[config.mk]
export PLATFORM = sky130hd
export DESIGN_NAME = two_class_burst_order_schedule_unit
export DESIGN_NICKNAME = d
export VERILOG_FILES = /design/src/tcbos_pkg.sv /design/src/tcbos_store.sv /design/src/tcbos_alu.sv /design/src/two_class_burst_order_schedule_unit.sv
export SDC_FILE = /design/constraint.sdc
export NUM_CORES = 2
export LEC_CHECK = 0
export BUFFER_PORTS_ARGS = -buffer_cell sky130_fd_sc_hd__buf_2
export CORE_ASPECT_RATIO = 1.4
export CORE_MARGIN = 2
export CORE_UTILIZATION = 50
export CTS_CLUSTER_SIZE = 25
export DETAILED_ROUTE_END_ITERATION = 12
export PLACE_DENSITY = 0.77
export SETUP_SLACK_MARGIN = 0.05
export SYNTH_ARGS = -nofsm -noshare
export SYNTH_HDL_FRONTEND = slang
export SYNTH_SLANG_ARGS = --single-unit
[constraint.sdc]
create_clock -name i_clk -period 7.8 [get_ports i_clk]
set_clock_uncertainty 0.15 [all_clocks]
set_input_delay 0.78 -clock i_clk [delete_from_list [all_inputs] [get_ports i_clk]]
set_output_delay 0.78 -clock i_clk [all_outputs]
set_load 0.01 [all_outputs]
[src/tcbos_pkg.sv]
// ----------------------------------------------------------------------------
// tcbos_pkg: shared types and constants for the two-class burst scheduler
// Store geometry, field widths, the store write request and the ALU request
// and response types.
// ----------------------------------------------------------------------------
package tcbos_pkg;

    localparam int MAX_PROCS = 64;
    // Capacity is bounded by the 6-bit process number.
    localparam int STORE_CAP = (MAX_PROCS < 64) ? MAX_PROCS : 64;
    localparam int ADDR_W    = $clog2(STORE_CAP);
    localparam int CNT_W     = $clog2(STORE_CAP + 1);

    localparam int BURST_W   = 16;
    localparam int IDX_W     = 6;
    localparam int TIME_W    = 22;
    localparam int WTOT_W    = 27;
    localparam int TTOT_W    = 28;
    localparam int KEY_W     = BURST_W + 1;
    localparam int ALU_W     = 28;

    localparam int S_TDATA_W = 16;
    localparam int M_TDATA_W = 128;
    localparam int M_TUSER_W = 2;

    typedef struct packed {
        logic [IDX_W-1:0]   idx;
        logic               cls;
        logic [BURST_W-1:0] burst;
    } t_entry;

    typedef struct packed {
        logic              en;
        logic [ADDR_W-1:0] addr;
        t_entry            data;
    } t_wr_req;

    typedef enum logic {
        ALU_ADD,
        ALU_SUB
    } t_alu_op;

    typedef struct packed {
        t_alu_op          op;
        logic [ALU_W-1:0] a;
        logic [ALU_W-1:0] b;
    } t_alu_req;

    typedef struct packed {
        logic [ALU_W-1:0] res;
        logic             borrow;
    } t_alu_rsp;

endpackage

[src/tcbos_store.sv]
// ----------------------------------------------------------------------------
// tcbos_store: sorted process store
// One write port, one read port, registered read data.
// ----------------------------------------------------------------------------
module tcbos_store (
    input  logic                       i_clk,
    input  tcbos_pkg::t_wr_req         i_wr,
    input  logic [tcbos_pkg::ADDR_W-1:0] i_rd_addr,
    output tcbos_pkg::t_entry          o_rd_data
);
    import tcbos_pkg::*;

    t_entry r_mem [STORE_CAP];

    always_ff @(posedge i_clk) begin
        if (i_wr.en) begin
            r_mem[i_wr.addr] <= i_wr.data;
        end
        o_rd_data <= r_mem[i_rd_addr];
    end

endmodule

[src/tcbos_alu.sv]
// ----------------------------------------------------------------------------
// tcbos_alu: shared adder / subtractor
// Serves the key compare during insertion and all time sums during output.
// ----------------------------------------------------------------------------
module tcbos_alu (
    input  tcbos_pkg::t_alu_req i_req,
    output tcbos_pkg::t_alu_rsp o_rsp
);
    import tcbos_pkg::*;

    logic [ALU_W:0]   w_sum;
    logic [ALU_W-1:0] w_b;
    logic             w_cin;

    always_comb begin
        unique case (i_req.op)
            ALU_SUB: begin
                w_b   = ~i_req.b;
                w_cin = 1'b1;
            end
            default: begin
                w_b   = i_req.b;
                w_cin = 1'b0;
            end
        endcase
        w_sum = {1'b0, i_req.a} + {1'b0, w_b} + (ALU_W + 1)'(w_cin);
        o_rsp.res    = w_sum[ALU_W-1:0];
        // borrow: a < b on a subtract
        o_rsp.borrow = w_cin & ~w_sum[ALU_W];
    end

endmodule

[src/two_class_burst_order_schedule_unit.sv]
// Insertion walks the filled store one entry per cycle from the top, shifting up
//   entries that go after the new word, then writes it into the hole.
// A last word then streams the results; each passes the read, load, sum and send states plus any output stall.
// Throughput: one word at a time; s_tready is high only while idle.
// Reset: synchronous active-low i_rst_n clears the sequencer, entry count and
//   overflow flag; store contents are left as they are.
// ----------------------------------------------------------------------------
// two_class_burst_order_schedule_unit: two-class burst-order scheduler
// Keeps a stably sorted store of process descriptors and, on the word marked
// last, streams them out in schedule order with waiting and turnaround times.
// ----------------------------------------------------------------------------
module two_class_burst_order_schedule_unit (
    input  logic                              i_clk,
    input  logic                              i_rst_n,
    // input stream
    input  logic                              s_tvalid,
    output logic                              s_tready,
    input  logic [tcbos_pkg::S_TDATA_W-1:0]   s_tdata,  // [15:0] burst_time
    input  logic [0:0]                        s_tuser,  // [0] is_user
    input  logic                              s_tlast,  // last_item
    // result stream
    output logic                              m_tvalid,
    input  logic                              m_tready,
    // [5:0] process_index, [21:6] burst_out, [43:22] waiting_time,
    // [65:44] turnaround_time, [92:66] wait_total, [120:93] turnaround_total,
    // [127:121] zero
    output logic [tcbos_pkg::M_TDATA_W-1:0]   m_tdata,
    output logic [tcbos_pkg::M_TUSER_W-1:0]   m_tuser,  // [0] class_out, [1] dropped
    output logic                              m_tlast   // last_result
);
    import tcbos_pkg::*;

    localparam int OUT_PAD = M_TDATA_W - (IDX_W + BURST_W + 2 * TIME_W + WTOT_W + TTOT_W);

    typedef enum logic [3:0] {
        S_IDLE,
        S_INS_RD,     // first store read in flight
        S_INS_CMP,    // compare entry k, shift it up if it goes after
        S_INS_PUT,    // write the new entry into the hole
        S_OUT_RD,     // read entry k
        S_OUT_LOAD,   // turnaround = wait + burst
        S_OUT_WSUM,   // running wait total
        S_OUT_TSUM,   // running turnaround total, load output word
        S_OUT_SEND    // hold the output word until taken
    } t_state;

    t_state             r_state;
    logic [CNT_W-1:0]   r_count;
    logic               r_ovf;
    logic [ADDR_W-1:0]  r_k;
    logic [ADDR_W-1:0]  r_pos;
    logic [BURST_W-1:0] r_b;
    logic               r_c;
    logic               r_last;

    // output-side payload
    t_entry             r_cur;
    logic [TIME_W-1:0]  r_wait;
    logic [TIME_W-1:0]  r_turn;
    logic [WTOT_W-1:0]  r_wsum;
    logic [TTOT_W-1:0]  r_tsum;
    logic [WTOT_W-1:0]  r_wtot;
    logic [TTOT_W-1:0]  r_ttot;
    logic               r_out_last;

    t_wr_req            w_wr;
    logic [ADDR_W-1:0]  w_rd_addr;
    t_entry             w_rd_data;
    t_alu_req           w_alu_req;
    t_alu_rsp           w_alu_rsp;
    t_entry             w_new;
    logic [KEY_W-1:0]   w_key_new;
    logic [KEY_W-1:0]   w_key_k;
    logic               w_after;
    logic               w_is_last_k;
    logic               w_s_acc;
    logic               w_m_acc;

    tcbos_store u_store (
        .i_clk     (i_clk),
        .i_wr      (w_wr),
        .i_rd_addr (w_rd_addr),
        .o_rd_data (w_rd_data)
    );

    tcbos_alu u_alu (
        .i_req (w_alu_req),
        .o_rsp (w_alu_rsp)
    );

    assign s_tready = (r_state == S_IDLE);
    assign m_tvalid = (r_state == S_OUT_SEND);
    assign w_s_acc  = s_tvalid & s_tready;
    assign w_m_acc  = m_tvalid & m_tready;

    assign m_tdata = {{OUT_PAD{1'b0}}, r_ttot, r_wtot, r_turn, r_wait, r_cur.burst, r_cur.idx};
    assign m_tuser = {r_ovf, r_cur.cls};
    assign m_tlast = r_out_last;

    // Sort key: class first, then longer burst first. A stored entry goes
    // after the new one only when its key is strictly larger, so ties keep
    // arrival order.
    assign w_key_new = {r_c, ~r_b};
    assign w_key_k   = {w_rd_data.cls, ~w_rd_data.burst};
    assign w_after   = w_alu_rsp.borrow;

    assign w_new.idx   = IDX_W'(r_count);
    assign w_new.cls   = r_c;
    assign w_new.burst = r_b;

    assign w_is_last_k = ((CNT_W'(r_k) + CNT_W'(1)) == r_count);

    // read address: during the compare walk, fetch the next entry down
    assign w_rd_addr = (r_state == S_INS_CMP) ? (r_k - ADDR_W'(1)) : r_k;

    always_comb begin
        w_wr.en   = 1'b0;
        w_wr.addr = r_pos;
        w_wr.data = w_new;
        if (r_state == S_INS_CMP && w_after) begin
            w_wr.en   = 1'b1;
            w_wr.addr = r_k + ADDR_W'(1);
            w_wr.data = w_rd_data;
        end else if (r_state == S_INS_PUT) begin
            w_wr.en = 1'b1;
        end
    end

    // shared adder operand select
    always_comb begin
        w_alu_req.op = ALU_ADD;
        w_alu_req.a  = '0;
        w_alu_req.b  = '0;
        unique case (r_state)
            S_INS_CMP: begin
                w_alu_req.op = ALU_SUB;
                w_alu_req.a  = ALU_W'(w_key_new);
                w_alu_req.b  = ALU_W'(w_key_k);
            end
            S_OUT_LOAD: begin
                w_alu_req.a = ALU_W'(r_wait);
                w_alu_req.b = ALU_W'(w_rd_data.burst);
            end
            S_OUT_WSUM: begin
                w_alu_req.a = ALU_W'(r_wsum);
                w_alu_req.b = ALU_W'(r_wait);
            end
            S_OUT_TSUM: begin
                w_alu_req.a = ALU_W'(r_tsum);
                w_alu_req.b = ALU_W'(r_turn);
            end
            default: begin
            end
        endcase
    end

    always_ff @(posedge i_clk) begin
        if (!i_rst_n) begin
            r_state <= S_IDLE;
            r_count <= '0;
            r_ovf   <= 1'b0;
        end else begin
            unique case (r_state)
                S_IDLE: begin
                    if (w_s_acc) begin
                        r_b    <= s_tdata[BURST_W-1:0];
                        r_c    <= s_tuser[0];
                        r_last <= s_tlast;
                        if (r_count < CNT_W'(STORE_CAP)) begin
                            if (r_count == '0) begin
                                r_pos   <= '0;
                                r_state <= S_INS_PUT;
                            end else begin
                                r_k     <= ADDR_W'(r_count - CNT_W'(1));
                                r_state <= S_INS_RD;
                            end
                        end else begin
                            // store full: drop, but a last word still starts the run
                            r_ovf <= 1'b1;
                            if (s_tlast) begin
                                r_k     <= '0;
                                r_wait  <= '0;
                                r_wsum  <= '0;
                                r_tsum  <= '0;
                                r_state <= S_OUT_RD;
                            end
                        end
                    end
                end
                S_INS_RD: begin
                    r_state <= S_INS_CMP;
                end
                S_INS_CMP: begin
                    if (w_after) begin
                        if (r_k == '0) begin
                            r_pos   <= '0;
                            r_state <= S_INS_PUT;
                        end else begin
                            r_k <= r_k - ADDR_W'(1);
                        end
                    end else begin
                        r_pos   <= r_k + ADDR_W'(1);
                        r_state <= S_INS_PUT;
                    end
                end
                S_INS_PUT: begin
                    r_count <= r_count + CNT_W'(1);
                    if (r_last) begin
                        r_k     <= '0;
                        r_wait  <= '0;
                        r_wsum  <= '0;
                        r_tsum  <= '0;
                        r_state <= S_OUT_RD;
                    end else begin
                        r_state <= S_IDLE;
                    end
                end
                S_OUT_RD: begin
                    r_state <= S_OUT_LOAD;
                end
                S_OUT_LOAD: begin
                    r_cur   <= w_rd_data;
                    r_turn  <= TIME_W'(w_alu_rsp.res);
                    r_state <= S_OUT_WSUM;
                end
                S_OUT_WSUM: begin
                    r_wsum  <= WTOT_W'(w_alu_rsp.res);
                    r_state <= S_OUT_TSUM;
                end
                S_OUT_TSUM: begin
                    r_tsum     <= TTOT_W'(w_alu_rsp.res);
                    r_out_last <= w_is_last_k;
                    r_wtot     <= w_is_last_k ? r_wsum : '0;
                    r_ttot     <= w_is_last_k ? TTOT_W'(w_alu_rsp.res) : '0;
                    r_state    <= S_OUT_SEND;
                end
                S_OUT_SEND: begin
                    if (w_m_acc) begin
                        r_wait <= r_turn;
                        if (r_out_last) begin
                            r_count <= '0;
                            r_ovf   <= 1'b0;
                            r_state <= S_IDLE;
                        end else begin
                            r_k     <= r_k + ADDR_W'(1);
                            r_state <= S_OUT_RD;
                        end
                    end
                end
                default: begin
                    r_state <= S_IDLE;
                end
            endcase
        end
    end

`ifndef ASSERT_OFF
    // entry count never passes capacity
    a_count_cap: assert property (@(posedge i_clk) disable iff (!i_rst_n)
        r_count <= CNT_W'(STORE_CAP))
        else $error("entry count above capacity");

    // the compare walk stays inside the filled part of the store
    a_walk_range: assert property (@(posedge i_clk) disable iff (!i_rst_n)
        (r_state == S_INS_CMP) |-> (CNT_W'(r_k) < r_count))
        else $error("insertion walk outside filled entries");

    // the input side is closed while a result is pending
    a_one_side: assert property (@(posedge i_clk) disable iff (!i_rst_n)
        m_tvalid |-> !s_tready)
        else $error("input open while result pending");

    // the final result empties the store and clears the drop flag
    a_run_clear: assert property (@(posedge i_clk) disable iff (!i_rst_n)
        (w_m_acc && m_tlast) |=> (r_count == '0 && !r_ovf && s_tready))
        else $error("run end did not clear state");

    // totals are zero on every result but the final one
    a_tot_zero: assert property (@(posedge i_clk) disable iff (!i_rst_n)
        (m_tvalid && !m_tlast) |-> (r_wtot == '0 && r_ttot == '0))
        else $error("totals nonzero before final result");
`endif

endmodule

==> results.md <==
* Total net switching power at 8.89 mW
* Yosys warning total at 0
* H-Tree Depth at 4
* Slew @ Worst Pin at 1.57 ns
* Gate power share at 0.287
* Type of destination of the critical path: flip-flop
* IO buf count at 147
* Cell count of the worst reg-to-reg path at 16
* Tcrit/Tclk final at 0.900
* Min Tclk post-route at 7.02 ns
* Flip-flop and latch count after synthesis at 1715
* Average via count per standard cell at 6.32
* Largest area contributor in the netlist: sky130_fd_sc_hd__edfxtp_1
* Register-to-register path setup slack at 0.78 ns
* Setup violations, final at 0
* Final global-route overflow total at 0
* Sequential element share of the synthesized area at 0.745
* RePlAce Congestion at 1.02
* Worst hold margin at 0.0989 ns
* Part of the total power dissipated in sequential elements at 0.435
* Die footprint at 0.140 sq mm
* Data arrival, critical path at 7.37 ns
* Total power after layout at 26.6 mW
* Dpl cell area at 0.0722 sq mm
* Count of different cell masters after synthesis at 83
* Hold Crit Endpoint: r_last$_DFFE_PP_
* Area of the core region at 0.136 sq mm
* Fill cells at 9957
* Final HPWL from detailed placement at 122000 um
* Die W at 317 um
* Final nets at 4539
* Achievable clock frequency at 142 MHz
* Setup TNS at 0 ns
* Required time of the critical path at 8.15 ns
* First-pass GRT wire length at 272000 um
* CTS Buffer Depth at 3
* Predominant post-synthesis flop cell: sky130_fd_sc_hd__edfxtp_1
* Worst hold path startpoint: s_tlast
* Number of flops mapped to enable cells by yosys at 1680
* Classification of the worst setup path: reg -> reg
* Proportion of layout cells with a drive suffix above 1 at 0.188
* Max-cap check violation count at 1
* Root buffer cell: sky130_fd_sc_hd__clkbuf_16
* Area Overhead vs Synth at 12.4%
* Post-CTS setup-driven buffer insertion count at 0
* Total wire length at 192000 um
* Cells on Worst Hold Path at 1
* Detailed-route wire length per cell at 30.1 um
* Num Clock Sinks at 1715
* TritonCTS Buffers at 150
* Hold buffers post-CTS at 17
* Standby leakage power at 25.7 nW
* Vertical die dimension at 442 um
* Launch point of the worst reg-to-reg path: r_state[0]$_SDFFE_PN0P_
* Worst max-slew margin expressed relative to the limit at -0.0544
* VDD IR-drop max at 0.289 mV
* CTS-repair resized insts at 0
* Placed instance count at 6096
* Sw Share at 0.335
* Initial antenna violation count at 9
* Cell internal pwr at 17.7 mW
* Kind of launch point of the worst setup path: flip-flop
* Proportion of synthesized flip-flops having asynchronous set or reset at 0
* Post-synthesis instance total at 4263
* Part of the total power dissipated in the clock network at 0.278
* End of the worst register-to-register path: u_store.r_mem[28][8]$_DFFE_PP_
* Cell area after synthesis at 0.0687 sq mm
* CTS tree: built
* Post-Layout Cell Count at 6384
* Total global-route track usage at 0.271
* Status: finished with violations
* DRC violation total after the first TritonRoute iteration at 5659
* Fin. Hold Viols at 0
* Post-detailed-route DRC marker count at 0
* Class of the worst hold path: in -> reg
* Initial cell density of the core at 0.504
* Number of global-route vias before repair at 39500
* Maximum number of pins on one net before global-route repair at 127
* Pins Over Slew Limit at 2
* Final standard cell area without fillers at 0.0772 sq mm
* P per Cell Area at 344 mW/mm^2
* RSZ-0062 raised after global routing: false
* Number of ports placed on the die boundary at 155
* Via count at 40400
* Maximum fanout along the worst path at 23
* Clock edge transition at the registers on the reported setup and hold paths at 0.07 ns
* Top cell type's share of synthesized area at 0.735
* Avg Cell Area, Syn at 16.1 sq um
* Violated checks: capacitance limit, slew limit
* Leading post-synthesis cells by cell area: sky130_fd_sc_hd__edfxtp_1 73%, sky130_fd_sc_hd__mux4_2 6.8%, sky130_fd_sc_hd__nand2_1 4.0%
* Number of nets with antenna violations after routing at 0
* Clock latency of the later-clocked register in the worst-skew pair at 0.81 ns
* DR pass1 iterations at 7
* Number of rows created at floorplan at 160
-- cell type report --
| type | instances | area, sq um | area share |
|---|---|---|---|
| timing repair buffer | 322 | 2240 | 0.0291 |
| antenna | 2 | 5.00 | 0.0000648 |
| inverter | 48 | 180 | 0.00233 |
| sequential | 1715 | 51100 | 0.663 |
| clock buffer | 184 | 4040 | 0.0523 |
| tap | 1782 | 2230 | 0.0289 |
| multi-input combinational | 2246 | 16500 | 0.214 |
| clock inverter | 85 | 803 | 0.0104 |
-- logic make-up after synthesis --
family / synth area share
flops: 0.745
other cells: 0.0000546
xor+xnor: 0.00729
simple gates: 0.0799
compound gates: 0.0574
mux: 0.0849
fa+ha+maj: 0.00631
buf+inv: 0.0191
-- flip-flops by register name, summed over array words and instances, names as in the netlist --
register / count
r_tsum: 28
r_wsum: 27
r_pos: 6
m_tuser: 1
r_c: 1
m_tlast: 1
u_store.o_rd_data: 23
m_tdata: 22
r_state: 4
r_b: 16
r_last: 1
r_wait: 22
r_wtot: 27
r_ovf: 1
u_store.r_mem: 1472
r_count: 7
r_ttot: 28
r_k: 6
r_turn: 22
-- layout by cell type, fill, tap and decap left out, types with 46 or more instances in the layout --
| cell | instances |
|---|---|
| sky130_fd_sc_hd__mux2i_1 | 73 |
| sky130_fd_sc_hd__a32oi_1 | 94 |
| sky130_fd_sc_hd__edfxtp_1 | 1680 |
| sky130_fd_sc_hd__nor2_1 | 157 |
| sky130_fd_sc_hd__nor2_2 | 67 |
| sky130_fd_sc_hd__o22ai_1 | 49 |
| sky130_fd_sc_hd__o21ai_0 | 107 |
| sky130_fd_sc_hd__buf_4 | 146 |
| sky130_fd_sc_hd__nand2_1 | 728 |
| sky130_fd_sc_hd__a31oi_1 | 122 |
| sky130_fd_sc_hd__clkbuf_16 | 156 |
| sky130_fd_sc_hd__buf_2 | 147 |
| sky130_fd_sc_hd__mux4_2 | 207 |
| sky130_fd_sc_hd__inv_1 | 46 |
| sky130_fd_sc_hd__nand3_1 | 134 |
-- worst max-delay path, cell delays in order, from the launching register on --
cell and delay [ns]:
sky130_fd_sc_hd__dfxtp_1 0.58, sky130_fd_sc_hd__nor2b_1 0.33, sky130_fd_sc_hd__and2_1 0.44, sky130_fd_sc_hd__or2_2 0.52
sky130_fd_sc_hd__a222oi_1 0.29, sky130_fd_sc_hd__inv_1 0.13, sky130_fd_sc_hd__fa_1 0.45, sky130_fd_sc_hd__a211o_1 0.37
sky130_fd_sc_hd__a2111oi_4 0.40, sky130_fd_sc_hd__o21bai_2 0.18, sky130_fd_sc_hd__a31oi_4 0.19, sky130_fd_sc_hd__a21oi_2 0.10
sky130_fd_sc_hd__or3_2 0.78, sky130_fd_sc_hd__buf_4 0.39, sky130_fd_sc_hd__mux2i_1 0.97, sky130_fd_sc_hd__nor2_2 0.07
sky130_fd_sc_hd__buf_4 0.29
-- stage by stage --
step,setup slack [ns],util
2_1_floorplan,2.06,-
3_3_place_gp,1.03,0.530
3_5_place_dp,0.964,0.530
4_1_cts,0.913,0.567
5_1_grt,0.572,0.567
6_report,0.776,0.567
-- worst max path at each step --
stage	end	from	slack, ns
after floorplan	u_store.r_mem[31][0]$_DFFE_PP_	r_state[2]$_SDFFE_PN0P_	2.06
after global placement	u_store.r_mem[29][21]$_DFFE_PP_	r_state[0]$_SDFFE_PN0P_	1.03
after CTS	u_store.r_mem[29][8]$_DFFE_PP_	r_state[0]$_SDFFE_PN0P_	0.91
after detailed placement	u_store.r_mem[29][22]$_DFFE_PP_	r_state[0]$_SDFFE_PN0P_	0.96
after global routing	u_store.r_mem[29][8]$_DFFE_PP_	r_state[0]$_SDFFE_PN0P_	0.57
final	u_store.r_mem[28][8]$_DFFE_PP_	r_state[0]$_SDFFE_PN0P_	0.78
-- per-layer routing --
layer | global-route usage | up-vias | routed length, um
met4 | 0.224 | 2 | 19100
met2 | 0.442 | 2457 | 93400
met5 | 0 | - | 5
met1 | 0.309 | 20400 | 63100
li1 | - | 17000 | -
met3 | 0.0524 | 563 | 16600
-- power by group through the flow --
stage | Sequential (mW) | Combinational [mW] | Clock (mW)
2_1_floorplan | 11.5 | 4.55 | 0
3_3_place_gp | 11.7 | 7.27 | 0
3_5_place_dp | 11.7 | 7.42 | 0
4_1_cts | 11.5 | 7.49 | 7.44
5_1_grt | 11.6 | 7.92 | 7.77
6_report | 11.6 | 7.61 | 7.39
-- synthesized netlist by cell type, drive strengths merged, types with 40 or more instances --
master	count
a21oi	43
a31oi	124
a32oi	94
and2	40
buf	92
clkbuf	168
edfxtp	1680
inv	47
mux2i	77
mux4	207
nand2	730
nand3	134
nor2	226
nor3	42
o21ai	114
o22ai	49
Note: power is estimated with default switching activity, not from simulation.
